===== config.mk =====
export PLATFORM = sky130hd
export DESIGN_NAME = sqedt_front
export DESIGN_NICKNAME = d
export VERILOG_FILES = /design/src/hw/rtl/sqedt_pkg.sv /design/src/hw/rtl/sqedt_front.sv
export SDC_FILE = /design/constraint.sdc
export NUM_CORES = 1
export LEC_CHECK = 0
export CAP_MARGIN = 20
export CORE_UTILIZATION = 50
export CTS_CLUSTER_DIAMETER = 120
export DETAILED_ROUTE_END_ITERATION = 8
export DONT_BUFFER_PORTS = 1
export GPL_TIMING_DRIVEN = 0
export PLACE_DENSITY = 0.77
export RECOVER_POWER = 50
export SYNTH_ARGS = -nofsm -noshare
export SYNTH_HDL_FRONTEND = slang
export SYNTH_SLANG_ARGS = --single-unit

===== constraint.sdc =====
create_clock -name clk -period 1.9 [get_ports clk]
set_input_delay 0.285 -clock clk [delete_from_list [all_inputs] [get_ports clk]]
set_output_delay 0.285 -clock clk [all_outputs]
set_load 0.02 [all_outputs]

===== src/hw/rtl/sqedt_pkg.sv =====
package sqedt_pkg;

  localparam int LINE_MAX  = 64;
  localparam int POS_W     = $clog2(LINE_MAX);      // position index
  localparam int CNT_W     = $clog2(LINE_MAX + 1);  // position count
  localparam int BND_AW    = $clog2(LINE_MAX + 1);  // bound store address
  localparam int NUM_W     = 49;                    // |a-b| in Q.8 shifted to Q.24
  localparam int DEN_W     = 23;                    // 2*sp*(q-r)
  localparam int QUO_W     = 32;
  localparam int FIFO_DEPTH = 4;
  localparam int FIFO_AW    = 2;

  localparam logic [15:0] SPACING_RESET = 16'd256;
  localparam logic [31:0] DIST_MAX      = 32'hFFFF_FFFF;
  localparam logic [31:0] S_POS_MAX     = 32'h7FFF_FFFF;
  localparam logic [31:0] S_NEG_MIN     = 32'h8000_0000;

  typedef struct packed {
    logic [31:0] value;
    logic        infinite;
    logic        last;
  } item_t;

  typedef struct packed {
    logic             start;
    logic [NUM_W-1:0] num;
    logic [DEN_W-1:0] den;
  } div_req_t;

  typedef struct packed {
    logic             done;
    logic             ovf;
    logic             rem_nz;
    logic [QUO_W-1:0] quo;
  } div_rsp_t;

endpackage


===== src/hw/rtl/sqedt_front.sv =====
module sqedt_front import sqedt_pkg::*; (
  input  logic  clk,
  input  logic  rst_n,
  input  logic  push,
  output logic  full,
  input  item_t in_item,
  output logic  item_valid,
  output item_t item_data,
  input  logic  item_take
);

  item_t             buf_r [0:FIFO_DEPTH-1];
  logic [FIFO_AW-1:0] wp_r, rp_r;
  logic [FIFO_AW:0]   cnt_r;
  logic               wr, rd;

  assign full       = (cnt_r == (FIFO_AW+1)'(FIFO_DEPTH));
  assign item_valid = (cnt_r != '0);
  assign item_data  = buf_r[rp_r];
  assign wr = push && !full;
  assign rd = item_take && item_valid;

  always_ff @(posedge clk) begin
    if (wr) begin
      buf_r[wp_r] <= in_item;
    end
  end

  always_ff @(posedge clk) begin
    if (!rst_n) begin
      wp_r  <= '0;
      rp_r  <= '0;
      cnt_r <= '0;
    end else begin
      if (wr) wp_r <= wp_r + 1'b1;
      if (rd) rp_r <= rp_r + 1'b1;
      case ({wr, rd})
        2'b10:   cnt_r <= cnt_r + 1'b1;
        2'b01:   cnt_r <= cnt_r - 1'b1;
        default: cnt_r <= cnt_r;
      endcase
    end
  end

endmodule


==> flow_summary.toml <==
[sta]
slew-limit-headroom_pct = 64.28
layout_setup_ws_ns = -0.1583
period_share_pct = 108.3
hold_viol_final = 0
finalSetupViolations = 35
skew_ns = 0.009490
timing.hold.ws_ns = 0.09033
maxSlewViolCount = 0
fmax_ghz = 0.4858
tightest_slew_ns = 0.5358
rsz0062_at_grt = "yes"
fin_crit_ns = 2.058
tns_ns = -4.675

[setup_path]
critical_path_class = "register to output pin"
worstSetupStartpointType = "register"
rr_endpoint = "cnt_r[2]$_SDFFE_PN0P_"
required_ns = 1.62
worstPathArrival_ns = 1.77
reg2reg_from = "cnt_r[0]$_SDFFE_PN0P_"
reg2reg_slack_ns = -0.10
reg2reg_depth = 9
worstPathMaxFanout = 5
critical_path.endpoint_type = "output pin"

[floorplanning]
core_sq_um = 10460
die_y_um = 106.4
pin_count = 74
fp.dieW_um = 106.4
rows = 37
start_util_pct = 52.12
die_area_sq_um = 11330

[synth]
synth-seq-cells = 145
syn_inst = 230
syn_avg_cell_area_sq_um = 23.71
synth_nets = 274
synth_cell_type_count = 23
yosys_warnings = 0
seq_area_frac_synth_pct = 78.20
synthesis.area_sq_um = 5453

[global_route]
grt.total_usage_pct = 18.46
grt_overflow = 0
grt_pass1_vias = 2616
antenna_found_initial = 0
grt_pass1_wl_um = 14480
grt_max_degree = 35

[outcome]
violations = "setup timing"
outcome = "complete, but fails checks"

[placed_design]
dp_cells = 366
postPlaceCellArea_sq_um = 5658
hpwl_um = 5518
numPortBuffers = 0
place.gp.congestion = 0.6652

[layout]
area_delta_synth_final_pct = 24.23
postLayoutCellArea_sq_um = 6774
fill_cells = 731
final_nets = 338
drive_gt1_share_pct = 32.25
final_cells = 443
final-seq-area_sq_um = 4280
diodes = 0
multi_input_area_sq_um = 1091

[worst_hold_path]
hp-class = "primary input to register"
hp-start = "item_take"
min_path_cells = 3

[drt]
final_antenna_net_count = 0
viasPerCell = 5.494
route.detailed.drc = 0
wl_per_cell_um = 21.40
drt-total-wl_um = 9479
drt_iter0_markers = 101
routed-via-count = 2434
drt-pass1-iter-count = 4

[pwr]
power_density_nw_per_um2 = 1439
vdd_drop_max_mv = 0.6241
p_leak_nw = 2.196
power.total_w = 0.009748

[cts]
htreeDepth = 4
clkLatencyLatePin_ns = 0.52
clk_pin_slew_ns = 0.06
cts_tree = "built"
clock-root-buffer = "clkbuf_8"
cts_buffers = 17
clock_path_buffers = 2
cts.sinks = 145

[flow_run]
cap_violations = 0
-- metrics by stage --
| stage | util (%) | setup slack, ns |
|---|---|---|
| after floorplan | - | -0.1482 |
| after global placement | 54.08 | -0.2221 |
| after detailed placement | 54.08 | -0.2726 |
| after CTS | 63.57 | -0.1901 |
| after global routing | 64.75 | -0.2192 |
| final | 64.75 | -0.1583 |
-- worst max path at each step --
stage,endpoint,slack [ns],from
global placement,cnt_r[2]$_SDFFE_PN0P_,-0.22,cnt_r[2]$_SDFFE_PN0P_
detailed placement,cnt_r[2]$_SDFFE_PN0P_,-0.27,cnt_r[2]$_SDFFE_PN0P_
floorplan,cnt_r[2]$_SDFFE_PN0P_,-0.15,cnt_r[0]$_SDFFE_PN0P_
global route,cnt_r[2]$_SDFFE_PN0P_,-0.22,cnt_r[0]$_SDFFE_PN0P_
CTS,item_data[5],-0.19,register
finish,item_data[19],-0.16,register
-- layout by cell type, fill, tap and decap left out, types with 2 or more instances in the layout --
cell	Yosys	layout
nand2_1	5	5
buf_6	1	3
clkbuf_16	0	20
mux4_2	30	34
buf_12	3	4
edfxtp_1	136	136
clkbuf_1	2	3
buf_4	0	9
nor2b_1	3	2
and2_4	0	4
dfxtp_4	0	4
or3_1	2	2
dfxtp_1	9	4
and2_1	7	3
clkinvlp_4	0	5
clkinv_4	0	2
inv_2	0	2
inv_1	6	4
bufinv_16	0	3
dlygate4sd3_1	0	34
ha_1	5	4
mux2i_1	2	2
xnor2_1	3	3
-- routing by layer --
layer | vias up | part of all wire, % | global-route usage [%]
met1 | 1257 | 41 | 21.52
met2 | 84 | 52 | 31.31
met3 | 14 | 5.4 | 6.131
met4 | 0 | 1.5 | 7.926
li1 | 1079 | - | -
met5 | - | 0 | 0
-- kinds of logic (layout without fill, tap and decap cells) --
family,count (synthesis),in the layout,synth area share [%]
flops,145,145,78.20
mux,36,36,14.69
simple gates,18,18,1.950
buf+inv,16,93,2.226
fa+ha+maj,6,6,1.514
compound gates,5,5,0.7803
xor+xnor,4,4,0.6426
-- power breakdown --
group | internal, W | switching (W)
Combinational | 0.00121 | 0.00131
Clock | 0.00200 | 0.00123
Sequential | 0.00388 | 0.000123
Total | 0.00708 | 0.00266
-- synthesized netlist by cell type --
library cell  instances  area, sq um
buf_12                3        60.06
mux4_1                4        105.1
clkbuf_1              2        7.510
and2_1                7        43.79
nor2b_1               3        18.77
o21ai_0               2        10.01
xor2_1                1        8.760
mux4_2               30        675.7
buf_2                 4        20.02
inv_1                 6        22.52
xnor2_1               3        26.28
buf_6                 1        11.26
a21boi_0              1        7.510
o31a_1                1        8.760
fa_1                  1        20.02
ha_1                  5        62.56
mux2i_1               2        20.02
nor3b_2               1        12.51
o311ai_2              1        16.27
or3_1                 2        12.51
nand2_1               5        18.77
edfxtp_1            136         4084
dfxtp_1               9        180.2
-- critical path, cell delays in order, from the launching register on --
cell	delay (ns)
dfxtp_4	0.37
buf_12	0.15
clkbuf_16	0.16
mux4_2	0.58
-- final cells by class --
class,count,area share (%)
Buffer,8,1.570
Multi-Input combinational cell,69,16.11
Clock inverter,13,2.401
Tap cell,136,2.512
Inverter,6,0.3325
Timing Repair Buffer,47,7.665
Sequential cell,145,63.19
Clock buffer,19,6.225
-- flip-flops by register name (all words and copies together) (netlist names), named ones only --
register	count
buf_r	136
cnt_r	3
rp_r	2
wp_r	2
-- timing repair --
action | 4_1_cts | 5_1_grt
hold buffers | 34 | 0
gates cloned | 0 | 4
endpoints found under the hold margin | 136 | 0
setup endpoints to repair | 172 | 36
gates resized for setup | 19 | 4
setup buffers | 7 | 2
pin swaps | 1 | 1
Note: power is estimated with default switching activity, not from simulation.
