==> config.mk <==
export PLATFORM = sky130hd
export DESIGN_NAME = sqedt_div
export DESIGN_NICKNAME = d
export VERILOG_FILES = /design/src/hw/rtl/sqedt_pkg.sv /design/src/hw/rtl/sqedt_div.sv
export SDC_FILE = /design/constraint.sdc
export NUM_CORES = 1
export LEC_CHECK = 0
export BUFFER_PORTS_ARGS = -buffer_cell sky130_fd_sc_hd__buf_4
export CORE_MARGIN = 2
export CORE_UTILIZATION = 50
export CTS_BUF_LIST = sky130_fd_sc_hd__clkbuf_4 sky130_fd_sc_hd__clkbuf_8
export DETAILED_ROUTE_END_ITERATION = 16
export PLACE_DENSITY = 0.72
export SYNTH_ARGS = -nofsm -noshare
export SYNTH_HDL_FRONTEND = slang
export SYNTH_SLANG_ARGS = --single-unit
export TNS_END_PERCENT = 1
==> constraint.sdc <==
create_clock -name clk -period 14.4 [get_ports clk]
set_clock_uncertainty 0.15 [all_clocks]
set_input_delay 3.6 -clock clk [delete_from_list [all_inputs] [get_ports clk]]
set_output_delay 3.6 -clock clk [all_outputs]
set_load 0.005 [all_outputs]
==> src/hw/rtl/sqedt_pkg.sv <==
package sqedt_pkg;

  localparam int LINE_MAX  = 64;
  localparam int POS_W     = $clog2(LINE_MAX);      // position index
  localparam int CNT_W     = $clog2(LINE_MAX + 1);  // position count
  localparam int BND_AW    = $clog2(LINE_MAX + 1);  // bound store address
  localparam int NUM_W     = 49;                    // |a-b| in Q.8 shifted to Q.24
  localparam int DEN_W     = 23;                    // 2*sp*(q-r)
  localparam int QUO_W     = 32;
  localparam int FIFO_DEPTH = 4;
  localparam int FIFO_AW    = 2;

  localparam logic [15:0] SPACING_RESET = 16'd256;
  localparam logic [31:0] DIST_MAX      = 32'hFFFF_FFFF;
  localparam logic [31:0] S_POS_MAX     = 32'h7FFF_FFFF;
  localparam logic [31:0] S_NEG_MIN     = 32'h8000_0000;

  typedef struct packed {
    logic [31:0] value;
    logic        infinite;
    logic        last;
  } item_t;

  typedef struct packed {
    logic             start;
    logic [NUM_W-1:0] num;
    logic [DEN_W-1:0] den;
  } div_req_t;

  typedef struct packed {
    logic             done;
    logic             ovf;
    logic             rem_nz;
    logic [QUO_W-1:0] quo;
  } div_rsp_t;

endpackage

==> src/hw/rtl/sqedt_div.sv <==
module sqedt_div import sqedt_pkg::*; (
  input  logic     clk,
  input  logic     rst_n,
  input  div_req_t req,
  output div_rsp_t rsp
);

  logic               busy_r;
  logic [4:0]         cnt_r;
  logic [DEN_W-1:0]   rem_r;
  logic [DEN_W-1:0]   den_r;
  logic [31:0]        lo_r;
  logic [QUO_W-1:0]   quo_r;
  logic               done_r, ovf_r;
  logic [DEN_W:0]     trial;
  logic               ge;
  logic [NUM_W+6-1:0] den_sh;

  assign trial  = {rem_r, lo_r[31]};
  assign ge     = trial >= {1'b0, den_r};
  // quotient needs more than 32 bits when num >= den * 2^32
  assign den_sh = {den_r[DEN_W-1:0], 32'b0};

  assign rsp.done   = done_r;
  assign rsp.ovf    = ovf_r;
  assign rsp.rem_nz = (rem_r != '0);
  assign rsp.quo    = quo_r;

  always_ff @(posedge clk) begin
    if (!rst_n) begin
      busy_r <= 1'b0;
      done_r <= 1'b0;
    end else begin
      done_r <= 1'b0;
      if (req.start) begin
        den_r  <= req.den;
        rem_r  <= DEN_W'(req.num[NUM_W-1:32]);
        lo_r   <= req.num[31:0];
        quo_r  <= '0;
        cnt_r  <= '0;
        ovf_r  <= ({6'b0, req.num} >= {req.den, 32'b0});
        busy_r <= 1'b1;
      end else if (busy_r) begin
        if (ovf_r || den_sh == '0) begin
          busy_r <= 1'b0;
          done_r <= 1'b1;
        end else begin
          rem_r <= ge ? DEN_W'(trial - {1'b0, den_r}) : DEN_W'(trial);
          lo_r  <= {lo_r[30:0], 1'b0};
          quo_r <= {quo_r[QUO_W-2:0], ge};
          cnt_r <= cnt_r + 1'b1;
          if (cnt_r == 5'd31) begin
            busy_r <= 1'b0;
            done_r <= 1'b1;
          end
        end
      end
    end
  end

endmodule

==> results of run 1 <==
[cell usage in the layout (no fill, tap or decap), types with 3 or more instances in the layout]
master	count
buf_4	112
clkbuf_8	17
nand2_1	27
nor3_1	8
a21o_1	16
nor2b_1	41
o21ai_0	14
o31ai_1	5
o21a_1	5
ha_1	42
mux2_2	40
and2_1	3
clkinv_2	3
a21oi_2	3
o21bai_1	3
nand3_1	9
edfxtp_1	116
xor2_1	8
nand4_1	14
o21ai_1	6
inv_1	49
nor4_1	17
mux2i_1	4
xnor2_1	8
a211oi_1	6
a21oi_1	35
bufinv_16	5
a31oi_1	5
or2_1	4
and3_1	4
nor2_1	31
clkinv_1	3
[through the flow]
step,area (um2),util (%),hold WS (ns)
final,8029,61.36,0.3972
after floorplan,6620,-,0.2975
after global routing,8029,61.36,0.4219
after global placement,7596,58.05,0.3768
after detailed placement,7596,58.05,0.3873
after CTS,8029,61.36,0.4067
[sequential cells by signal (all words and copies together), names as in the netlist]
register / cells
rem_r: 23
done_r: 1
lo_r: 32
den_r: 23
ovf_r: 1
busy_r: 1
quo_r: 32
cnt_r: 5
[path summary, 6_finish.rpt]
kind                                               from                  to  slack [ns]  depth (start not counted)
worst max-delay path            rem_r[19]$_SDFFCE_PP0P_             rsp[32]        8.93                          4
worst max register to register       den_r[0]$_DFFE_PP_  rem_r[3]$_DFFE_PP_       10.99                         10
worst min register to register        busy_r$_SDFF_PN0_   done_r$_SDFF_PP0_        0.40                          2
worst min-delay path                  busy_r$_SDFF_PN0_   done_r$_SDFF_PP0_        0.40                          2
[metal layers]
metal,vias up,track usage [%]
met4,0,8.705
met1,2304,28.30
li1,2352,-
met2,161,37.79
met5,-,0
met3,21,5.939
[final cells by class]
type                            count  share of cell area, %
Timing Repair Buffer              112                  10.47
Clock inverter                     12                  2.291
Inverter                           49                  2.291
Tap cell                          176                  2.743
Clock buffer                       19                  3.101
Multi-Input combinational cell    386                  35.22
Sequential cell                   118                  43.88
[tightest hold or removal path, stage by stage, from the launching register on]
cell	delay, ns
dfxtp_1	0.30
nand2_1	0.13
nor3_1	0.07
[power by group]
part / switching (uW) / internal, uW
clock network: 126 / 206
logic: 97.9 / 82.1
registers: 13.5 / 407
[cells by family (layout without fill, tap and decap cells)]
family / count (synthesis) / after routing / share of synthesized area (%)
simple gates: 170 / 170 / 13.78
mux: 45 / 45 / 7.579
xor+xnor: 16 / 16 / 2.117
compound gates: 112 / 112 / 10.83
flops: 118 / 118 / 53.22
buf+inv: 71 / 192 / 4.233
fa+ha+maj: 43 / 43 / 8.240
==> results.md, run 1 <==
* Status: finished, final reports clean
* HP Class: flip-flop to flip-flop
* Vias per inst at 5.548
* Port Buffers at 109
* Clock tree buffer depth at 2
* Post-Route WL at 15410 um
* Post-CTS Hold Fix Bufs at 0
* Post-Syn Instances at 575
* Routed met3 length at between 900 and 1000 um
* Grt ovf at 0
* Crit path largest cell delay at 0.43 ns
* Site Rows at 42
* Io pins at 110
* Dpl cells at 841
* Worst vdd rail ir drop at between 0.07 and 0.08 mV
* Die area at around 0.014 mm2
* Setup bufs post-CTS at 0
* Largest net degree at the start of global routing at 81
* Yosys top cell area share at approximately 53%
* Die W at around 120 um
* Most common flop cell mapped by yosys: edfxtp_1
* Vias in the first global route at slightly above 5000
* Post-DRT Antenna Nets at 0
* Post-Synthesis Cell Area at 0.006620 mm2
* CP top delay family: simple AND/OR/NAND/NOR gates
* DR iter-0 viols at roughly 300
* Clock root buffer: clkbuf_8
* FFs w/ async S/R, synth at 0%
* Rel. slew slack at 31.66%
* Clk_lat worst skew at 0.43 ns
* Total leakage power at approximately 0.0033 uW
* RSZ-0062 raised after global routing: no
* TritonCTS Sinks at 118
* Drt drc at 0
* Netlist cell types at 54
* Routed len/inst at around 18 um
* Post-synth EDFFs at roughly 120
* Max_cap viols at 0
* Post-CTS resize count at 0
* Routed length on met1 at ~6500 um
* Yosys warns at 0
* CP Cell Sequence: nor4_1 > and4_1 > nand3_1 > buf_4
* Tmin final at around 5.5 ns
* Tcrit/Tclk final at approximately 38%
* Final WS setup at 8.929 ns
* Gr usage total at between 20 and 25%
* Critical path class: flip-flop to output port
* Inserted Diodes at 0
* Achievable Freq at 182.8 MHz
* Met2 routed WL at between 7000 and 8000 um
* Reg clk slew, reported paths at ~0.070 ns
* Final slew viol count at 0
* Core Area at between 0.01 and 0.015 mm2
* Inserted Clock Buffers at 17
* Sequential cell area at 0.003523 mm2
* Worst-path fanout max at 3
* Most common cell in the netlist: edfxtp_1
* Placer Congestion at around 0.9
* Fin cells at between 800 and 900
* Pre-Repair DR Iteration Count at 7
* Post-synth net total at 693
* CTS tree: built
* Pwr Total at between 900 and 1000 uW
* FF+latch count, synth at 118
* Syn_area_per_cell at about 12 um2
* Max layer used: met4
* Crit-path slowest cell: edfxtp_1
* Crit path launch type: flip-flop
* Power Density at about 120 mW/mm2
* Initial antenna violation count at 0
* Die H at 119.1 um
* HPWL Detailed at 11440 um
* Dominant cell type by area after synthesis: edfxtp_1
* Synth area leaders: edfxtp_1 53%, ha_1 7.9%, mux2_2 6.8%
* Setup TNS at 0 ns
* Worst setup EP type: output port
* Layout filler cell count at about 1100
* Seq/Total Area, Yosys at ~53%
* CP arrival at between 1.5 and 2 ns
* First-pass GRT wire length at 25160 um
* Worst-Margin Slew at 1.025 ns
* CP bufs+invs at 1
* CTS H-Tree Depth at 4
* Pre-CTS setup slack at slightly below 9 ns
* Setup violations, final at 0
* Layout cells sized above 1 at 26.58%
* Initial core utilization at around half
* Critical path required time at around 11 ns
* Vias at roughly 4800
* Hold Violations, Final at 0
* Final nets at approximately 800
* Most frequent cells after synthesis: 116 x edfxtp_1, 49 x inv_1, 42 x ha_1
* Multi-input logic area at 0.002828 mm2
* Area delta synth->final at 21.28%
Power figures use the tool's default switching activity.
==> inputs of run 2 (changes only) <==
Settings changed: PLACE_DENSITY 0.72 to 0.75.
Clock period 14.4 ns to 4.95 ns, I/O delays scaled along.
==> run 2 against run 1 <==
Clock-buffer cell count is the same; power grew to 2.9 times the previous value; sequential share of layout area is essentially flat; sequential power grew to 2.9 times the previous value; routed wire length is essentially flat; first-iteration DRC count grew 35%; register-to-register slack lost 9.8 ns.
==> results.md, run 2 (synthesis gave the netlist of run 1 again) <==
* Final WS setup at 1.211 ns (-7.718 ns)
* Routed len/inst at 17.66 um (about the same)
* Die H at 119.1 um (unchanged)
* Hold Violations, Final at 0 (unchanged)
* Port Buffers at 109 (unchanged)
* Min-Delay Path Depth at 2 (unchanged)
* Clk_lat worst skew at 0.43 ns (about the same)
* Layout cells sized above 1 at 26.69% (+0.11 points)
* Pwr Total at 2712 uW (+190%)
* Initial core utilization at 50.59% (unchanged)
* Vias per inst at 5.664 (+2.1%)
* Io pins at 110 (unchanged)
* Grt ovf at 0 (unchanged)
* Post-DRT Antenna Nets at 0 (unchanged)
* Setup TNS at 0 ns (unchanged)
* RSZ-0062 raised after global routing: no
* CP Launch Point: lo_r[31]$_DFFE_PP_
* Area delta synth->final at 21.39% (about the same)
* Worst vdd rail ir drop at 0.2982 mV (+280%)
* Pre-CTS setup slack at 1.331 ns (-7.322 ns)
* Drt drc at 0 (unchanged)
* RR Endpoint: rem_r[7]$_DFFE_PP_
* Die W at 119.1 um (unchanged)
* HPWL Detailed at 11560 um (+1.0%)
* First-pass GRT wire length at 24810 um (-1.4%)
* Tmin final at about 3.7 ns
* TritonCTS Sinks at 118 (unchanged)
* Most common cell after layout, fill and taps aside: edfxtp_1
* R2r setup slk at 1.21 ns (-9.78 ns)
* Worst setup EP type: flip-flop
* Crit path launch type: flip-flop
* Vias in the first global route at 4927 (-3.2%)
* Post-Route WL at 15420 um (about the same)
* Critical path required time at 4.97 ns (-5.68 ns)
* Worst-Margin Slew at 1.153 ns (+0.1278 ns)
* Post-CTS Hold Fix Bufs at 0 (unchanged)
* Setup bufs post-CTS at 0 (unchanged)
* Pre-Repair DR Iteration Count at 5 (-2)
* Placer Congestion at 0.9590 (+7.6%)
* DR iter-0 viols at 398 (+35%)
* Achievable Freq at 267.5 MHz
* Site Rows at 42 (unchanged)
* Total leakage power at 0.003319 uW (+0.14%)
* Gr usage total at 22.59% (-0.077 points)
* Inserted Clock Buffers at 17 (unchanged)
* Regs by FF count: lo_r (32), quo_r (32)
* Clock root buffer: clkbuf_8
* Largest net degree at the start of global routing at 93 (+15%)
* Die area at 0.01418 mm2 (unchanged)
* Tcrit/Tclk final at between 70 and 80%
* CTS H-Tree Depth at 4 (unchanged)
* Final nets at 803 (+0.12%)
* HP Class: flip-flop to flip-flop
* Worst setup path end: rem_r[7]$_DFFE_PP_
* Layout filler cell count at 1055 (-0.75%)
* CP arrival at 3.76 ns (+2.04 ns)
* Rel. slew slack at 23.14% (-8.5 points)
* Initial antenna violation count at 0 (unchanged)
* CTS tree: built
* Reg-to-reg startpoint: lo_r[31]$_DFFE_PP_
* Vias at 4945 (+2.2%)
* R2R depth at 12 (+2)
* Core Area at 0.01309 mm2 (unchanged)
* Hold Slack at 0.3906 ns (-0.006612 ns)
* Inserted Diodes at 0 (unchanged)
* Reg clk slew, reported paths at 0.07 ns (about the same)
* Worst-path fanout max at 15 (+12)
* Setup violations, final at 0 (unchanged)
* Post-CTS resize count at 0 (unchanged)
* Most frequent cells in the layout: 116 x edfxtp_1, 113 x buf_4, 49 x inv_1
* Max_cap viols at 0 (unchanged)
* Clock tree buffer depth at 2 (unchanged)
* Final slew viol count at 0 (unchanged)
* Min-delay src: busy_r$_SDFF_PN0_
* Power Density at 337.5 mW/mm2 (+190%)
* Critical path class: flip-flop to flip-flop
* Status: finished, final reports clean
## run 2: per-layer routing
layer	part of all wire (%)	GRT usage (%)
met1	41	28.02
met2	49	37.00
met4	3.0	9.970
met3	7.2	6.226
met5	0	0
## run 2: final cells by class
cell class | instances | area [um2] | share of cell area [%]
Clock buffer | 19 | 249.0 | 3.098
Clock inverter | 12 | 183.9 | 2.289
Inverter | 49 | 183.9 | 2.289
Multi-Input combinational cell | 386 | 2828 | 35.19
Sequential cell | 118 | 3523 | 43.84
Tap cell | 176 | 220.2 | 2.740
Timing Repair Buffer | 113 | 848.3 | 10.56
## run 2: how the worst min path moves through the flow
stage / endpoint / slack, ns
4_1_cts: done_r$_SDFF_PP0_ / 0.40
3_3_place_gp: done_r$_SDFF_PP0_ / 0.37
6_report: done_r$_SDFF_PP0_ / 0.39
2_1_floorplan: done_r$_SDFF_PP0_ / 0.32
5_1_grt: lo_r[30]$_DFFE_PP_ / 0.40
3_5_place_dp: lo_r[7]$_DFFE_PP_ / 0.38
## run 2: worst max-delay path, cell delays in order (launching register included)
cell	delay, ns
edfxtp_1	0.40
inv_1	0.07
ha_1	0.18
fa_1	0.22
and2b_1	0.22
o21ai_0	0.29
a311oi_1	0.16
o31ai_1	0.28
nand4_1	0.66
buf_4	0.43
nor2_1	0.12
a21oi_1	0.05
mux2_2	0.25
## run 2: through the flow
| stage | std cells | cell area (um2) | util, % |
|---|---|---|---|
| final | 873 | 8036 | 61.42 |
| after global routing | 873 | 8036 | 61.42 |
| after global placement | 842 | 7604 | 58.11 |
| after floorplan | 575 | 6624 | - |
| after detailed placement | 842 | 7604 | 58.11 |
| after CTS | 873 | 8036 | 61.42 |
## run 2: report_power, final
group	switching, uW	total, uW	internal, uW
logic	287	527	241
clock network	365	964	599
registers	37.9	1220	1180
==> inputs of run 3 (changes only) <==
Settings changed: PLACE_DENSITY 0.75 to 0.72.
Clock period 4.95 ns to 3.85 ns, I/O delays scaled along.
==> run 3 against run 2 <==
Sequential power increased by 29%; worst setup slack got worse by 0.61 ns; hold slack improved by 0.0071 ns; register-to-register slack got worse by 0.61 ns; global-route usage decreased by 0.16 points; final area decreased by 0.53%; maximum frequency increased by 15%; sequential cell count unchanged; non-clock buffer count increased by 3; critical endpoint is now rem_r[22]$_SDFFCE_PP0P_; largest cell class unchanged; highest routed layer unchanged.
==> results.md, run 3 (synthesis gave the netlist of run 1 again) <==
* Post-Route WL at 15250 um (-1.1%)
* Crit path launch type: flip-flop
* Worst-Margin Slew at 0.9513 ns (-0.2016 ns)
* CTS tree: built
* Levels on crit path at 10 (-2)
* R2R depth at 10 (-2)
* Initial core utilization at 50.59% (unchanged)
* RSZ-0062 raised after global routing: no
* Final slew viol count at 0 (unchanged)
* Most common cell after layout, fill and taps aside: edfxtp_1
* Setup violations, final at 0 (unchanged)
* R2r setup slk at 0.60 ns (-0.61 ns)
* Total leakage power at 0.003295 uW (-0.71%)
* Hold Violations, Final at 0 (unchanged)
* Post-DRT Antenna Nets at 0 (unchanged)
* HPWL Detailed at 11300 um (-2.2%)
* Layout filler cell count at 1071 (+1.5%)
* CP bufs+invs at 0 (-2)
* Dpl cells at 845 (+0.36%)
* Crit-path slowest cell: fa_1
* Grt ovf at 0 (unchanged)
* Post-CTS Hold Fix Bufs at 0 (unchanged)
* Critical path required time at 3.99 ns (-0.98 ns)
* Regs by FF count: lo_r (32), quo_r (32)
* Core Area at 0.01309 mm2 (unchanged)
* Clock tree buffer depth at 2 (unchanged)
* Initial antenna violation count at 0 (unchanged)
* Final nets at 806 (+0.37%)
* Setup TNS at 0 ns (unchanged)
* Die W at 119.1 um (unchanged)
* Worst setup path end: rem_r[22]$_SDFFCE_PP0P_
* Die area at 0.01418 mm2 (unchanged)
* CP top delay family: compound AO/OA/AOI/OAI gates
* Worst vdd rail ir drop at 0.3768 mV (+26%)
* Gr usage total at 22.43% (-0.16 points)
* DR iter-0 viols at 278 (-30%)
* Inserted Diodes at 0 (unchanged)
* Area delta synth->final at 20.75%
* Reg clk slew, reported paths at 0.07 ns (about the same)
* Setup bufs post-CTS at 0 (unchanged)
* Multi-input logic area at 0.002828 mm2 (unchanged)
* Pwr Total at 3274 uW (+21%)
* Pre-Repair DR Iteration Count at 4 (-1)
* Vias in the first global route at 5027 (+2.0%)
* Most frequent cells in the layout: 116 x edfxtp_1, 115 x buf_4, 49 x inv_1
* Vias at 4867 (-1.6%)
* Sequential cell area at 0.003523 mm2 (unchanged)
* Rel. slew slack at 36.34% (+13 points)
* HP Class: flip-flop to flip-flop
* Crit path largest cell delay at 0.44 ns (-0.22 ns)
* Fin cells at 876 (+0.34%)
* CP arrival at 3.39 ns (-0.37 ns)
* Inserted Clock Buffers at 17 (unchanged)
* CP Launch Point: den_r[0]$_DFFE_PP_
* Site Rows at 42 (unchanged)
* Tcrit/Tclk final at 84.50% (+9.0 points)
* Routed len/inst at 17.41 um (-1.4%)
* CP Cell Sequence: ha_1 > fa_1 > and2b_1 > o2111ai_1 > a311o_1 > a21oi_2 > a2111oi_1 > or3_1 > a21o_1 > a21oi_2
* CP most frequent cell: a21oi_2
* Clock root buffer: clkbuf_8
* Tmin final at 3.253 ns (-0.4856 ns)
* Worst setup EP type: flip-flop
* Io pins at 110 (unchanged)
* First-pass GRT wire length at 24690 um (-0.47%)
* Post-CTS resize count at 0 (unchanged)
* CTS H-Tree Depth at 4 (unchanged)
* Max_cap viols at 0 (unchanged)
* Die H at 119.1 um (unchanged)
* Status: finished, final reports clean
* Worst-path fanout max at 4 (-11)
* Largest net degree at the start of global routing at 69 (-26%)
* TritonCTS Sinks at 118 (unchanged)
* Reg-to-reg startpoint: den_r[0]$_DFFE_PP_
* Drt drc at 0 (unchanged)
* Power Density at 409.6 mW/mm2 (+21%)
* Vias per inst at 5.556 (-1.9%)
* Achievable Freq at 307.4 MHz (+15%)
* Port Buffers at 109 (unchanged)
* Critical path class: flip-flop to flip-flop
* Layout cells sized above 1 at 27.29% (+0.60 points)
* RR Endpoint: rem_r[22]$_SDFFCE_PP0P_
* Clk_lat worst skew at 0.44 ns (about the same)
* Placer Congestion at 0.9110 (-5.0%)
[run 3: changes by cell type in the layout (fill, tap and decap cells not counted), moves of 2 or more]
| cell | previous run | this run |
|---|---|---|
| clkinv_4 | 0 | 2 |
| clkinvlp_4 | 1 | 3 |
| bufinv_16 | 5 | 1 |
| inv_6 | 0 | 2 |
| clkinv_1 | 3 | 1 |
| buf_4 | 113 | 115 |
[run 3: per-stage QoR]
stage | worst slack (ns) | hold slack (ns) | instance area (um2) | util, %
after floorplan | 0.6968 | 0.3568 | 6631 | -
after global placement | 0.5777 | 0.3699 | 7639 | 58.38
after detailed placement | 0.5254 | 0.3835 | 7639 | 58.38
after CTS | 0.6520 | 0.3987 | 7994 | 61.09
after global routing | 0.4421 | 0.4194 | 7994 | 61.09
final | 0.5967 | 0.3977 | 7994 | 61.09
[run 3: layer usage]
layer | vias to the layer above | share of wire, % | global-route usage, % | routed length, um
met5 | - | 0 | 0 | 0
met4 | 0 | 1.9 | 7.887 | 285
met3 | 28 | 6.0 | 6.322 | 908
met2 | 130 | 49 | 37.25 | 7459
met1 | 2349 | 43 | 28.14 | 6596
li1 | 2360 | - | - | -
[run 3: how the worst min path moves through the flow]
stage,start,end,slack (ns),depth (start not counted)
after floorplan,busy_r$_SDFF_PN0_,done_r$_SDFF_PP0_,0.36,2
after global placement,busy_r$_SDFF_PN0_,done_r$_SDFF_PP0_,0.37,2
after detailed placement,lo_r[1]$_DFFE_PP_,lo_r[2]$_DFFE_PP_,0.38,1
after CTS,busy_r$_SDFF_PN0_,done_r$_SDFF_PP0_,0.40,2
after global routing,lo_r[12]$_DFFE_PP_,lo_r[13]$_DFFE_PP_,0.42,1
final,busy_r$_SDFF_PN0_,done_r$_SDFF_PP0_,0.40,2
[run 3: worst reg2reg max path: cells and delay by family (launching register included)]
kind / cells / cell delay (ns)
AO/OA/AOI/OAI: 6 / 1.23
adder cells (fa/ha/maj): 2 / 0.70
flip-flops: 1 / 0.41
AND/OR/NAND/NOR: 2 / 0.63
[run 3: cell type report]
class | count | share of cell area, %
Sequential cell | 118 | 44.08
Multi-Input combinational cell | 386 | 35.37
Timing Repair Buffer | 116 | 11.05
Clock buffer | 19 | 3.115
Tap cell | 176 | 2.755
Inverter | 49 | 2.301
Clock inverter | 12 | 1.330
[run 3: where the power goes]
group | switching, uW | internal [uW] | total, uW | leakage, uW
registers | 48.9 | 1520 | 1570 | 0.00112
logic | 356 | 313 | 669 | 0.00200
clock network | 518 | 518 | 1040 | 0.000177
total | 923 | 2350 | 3270 | 0.00330
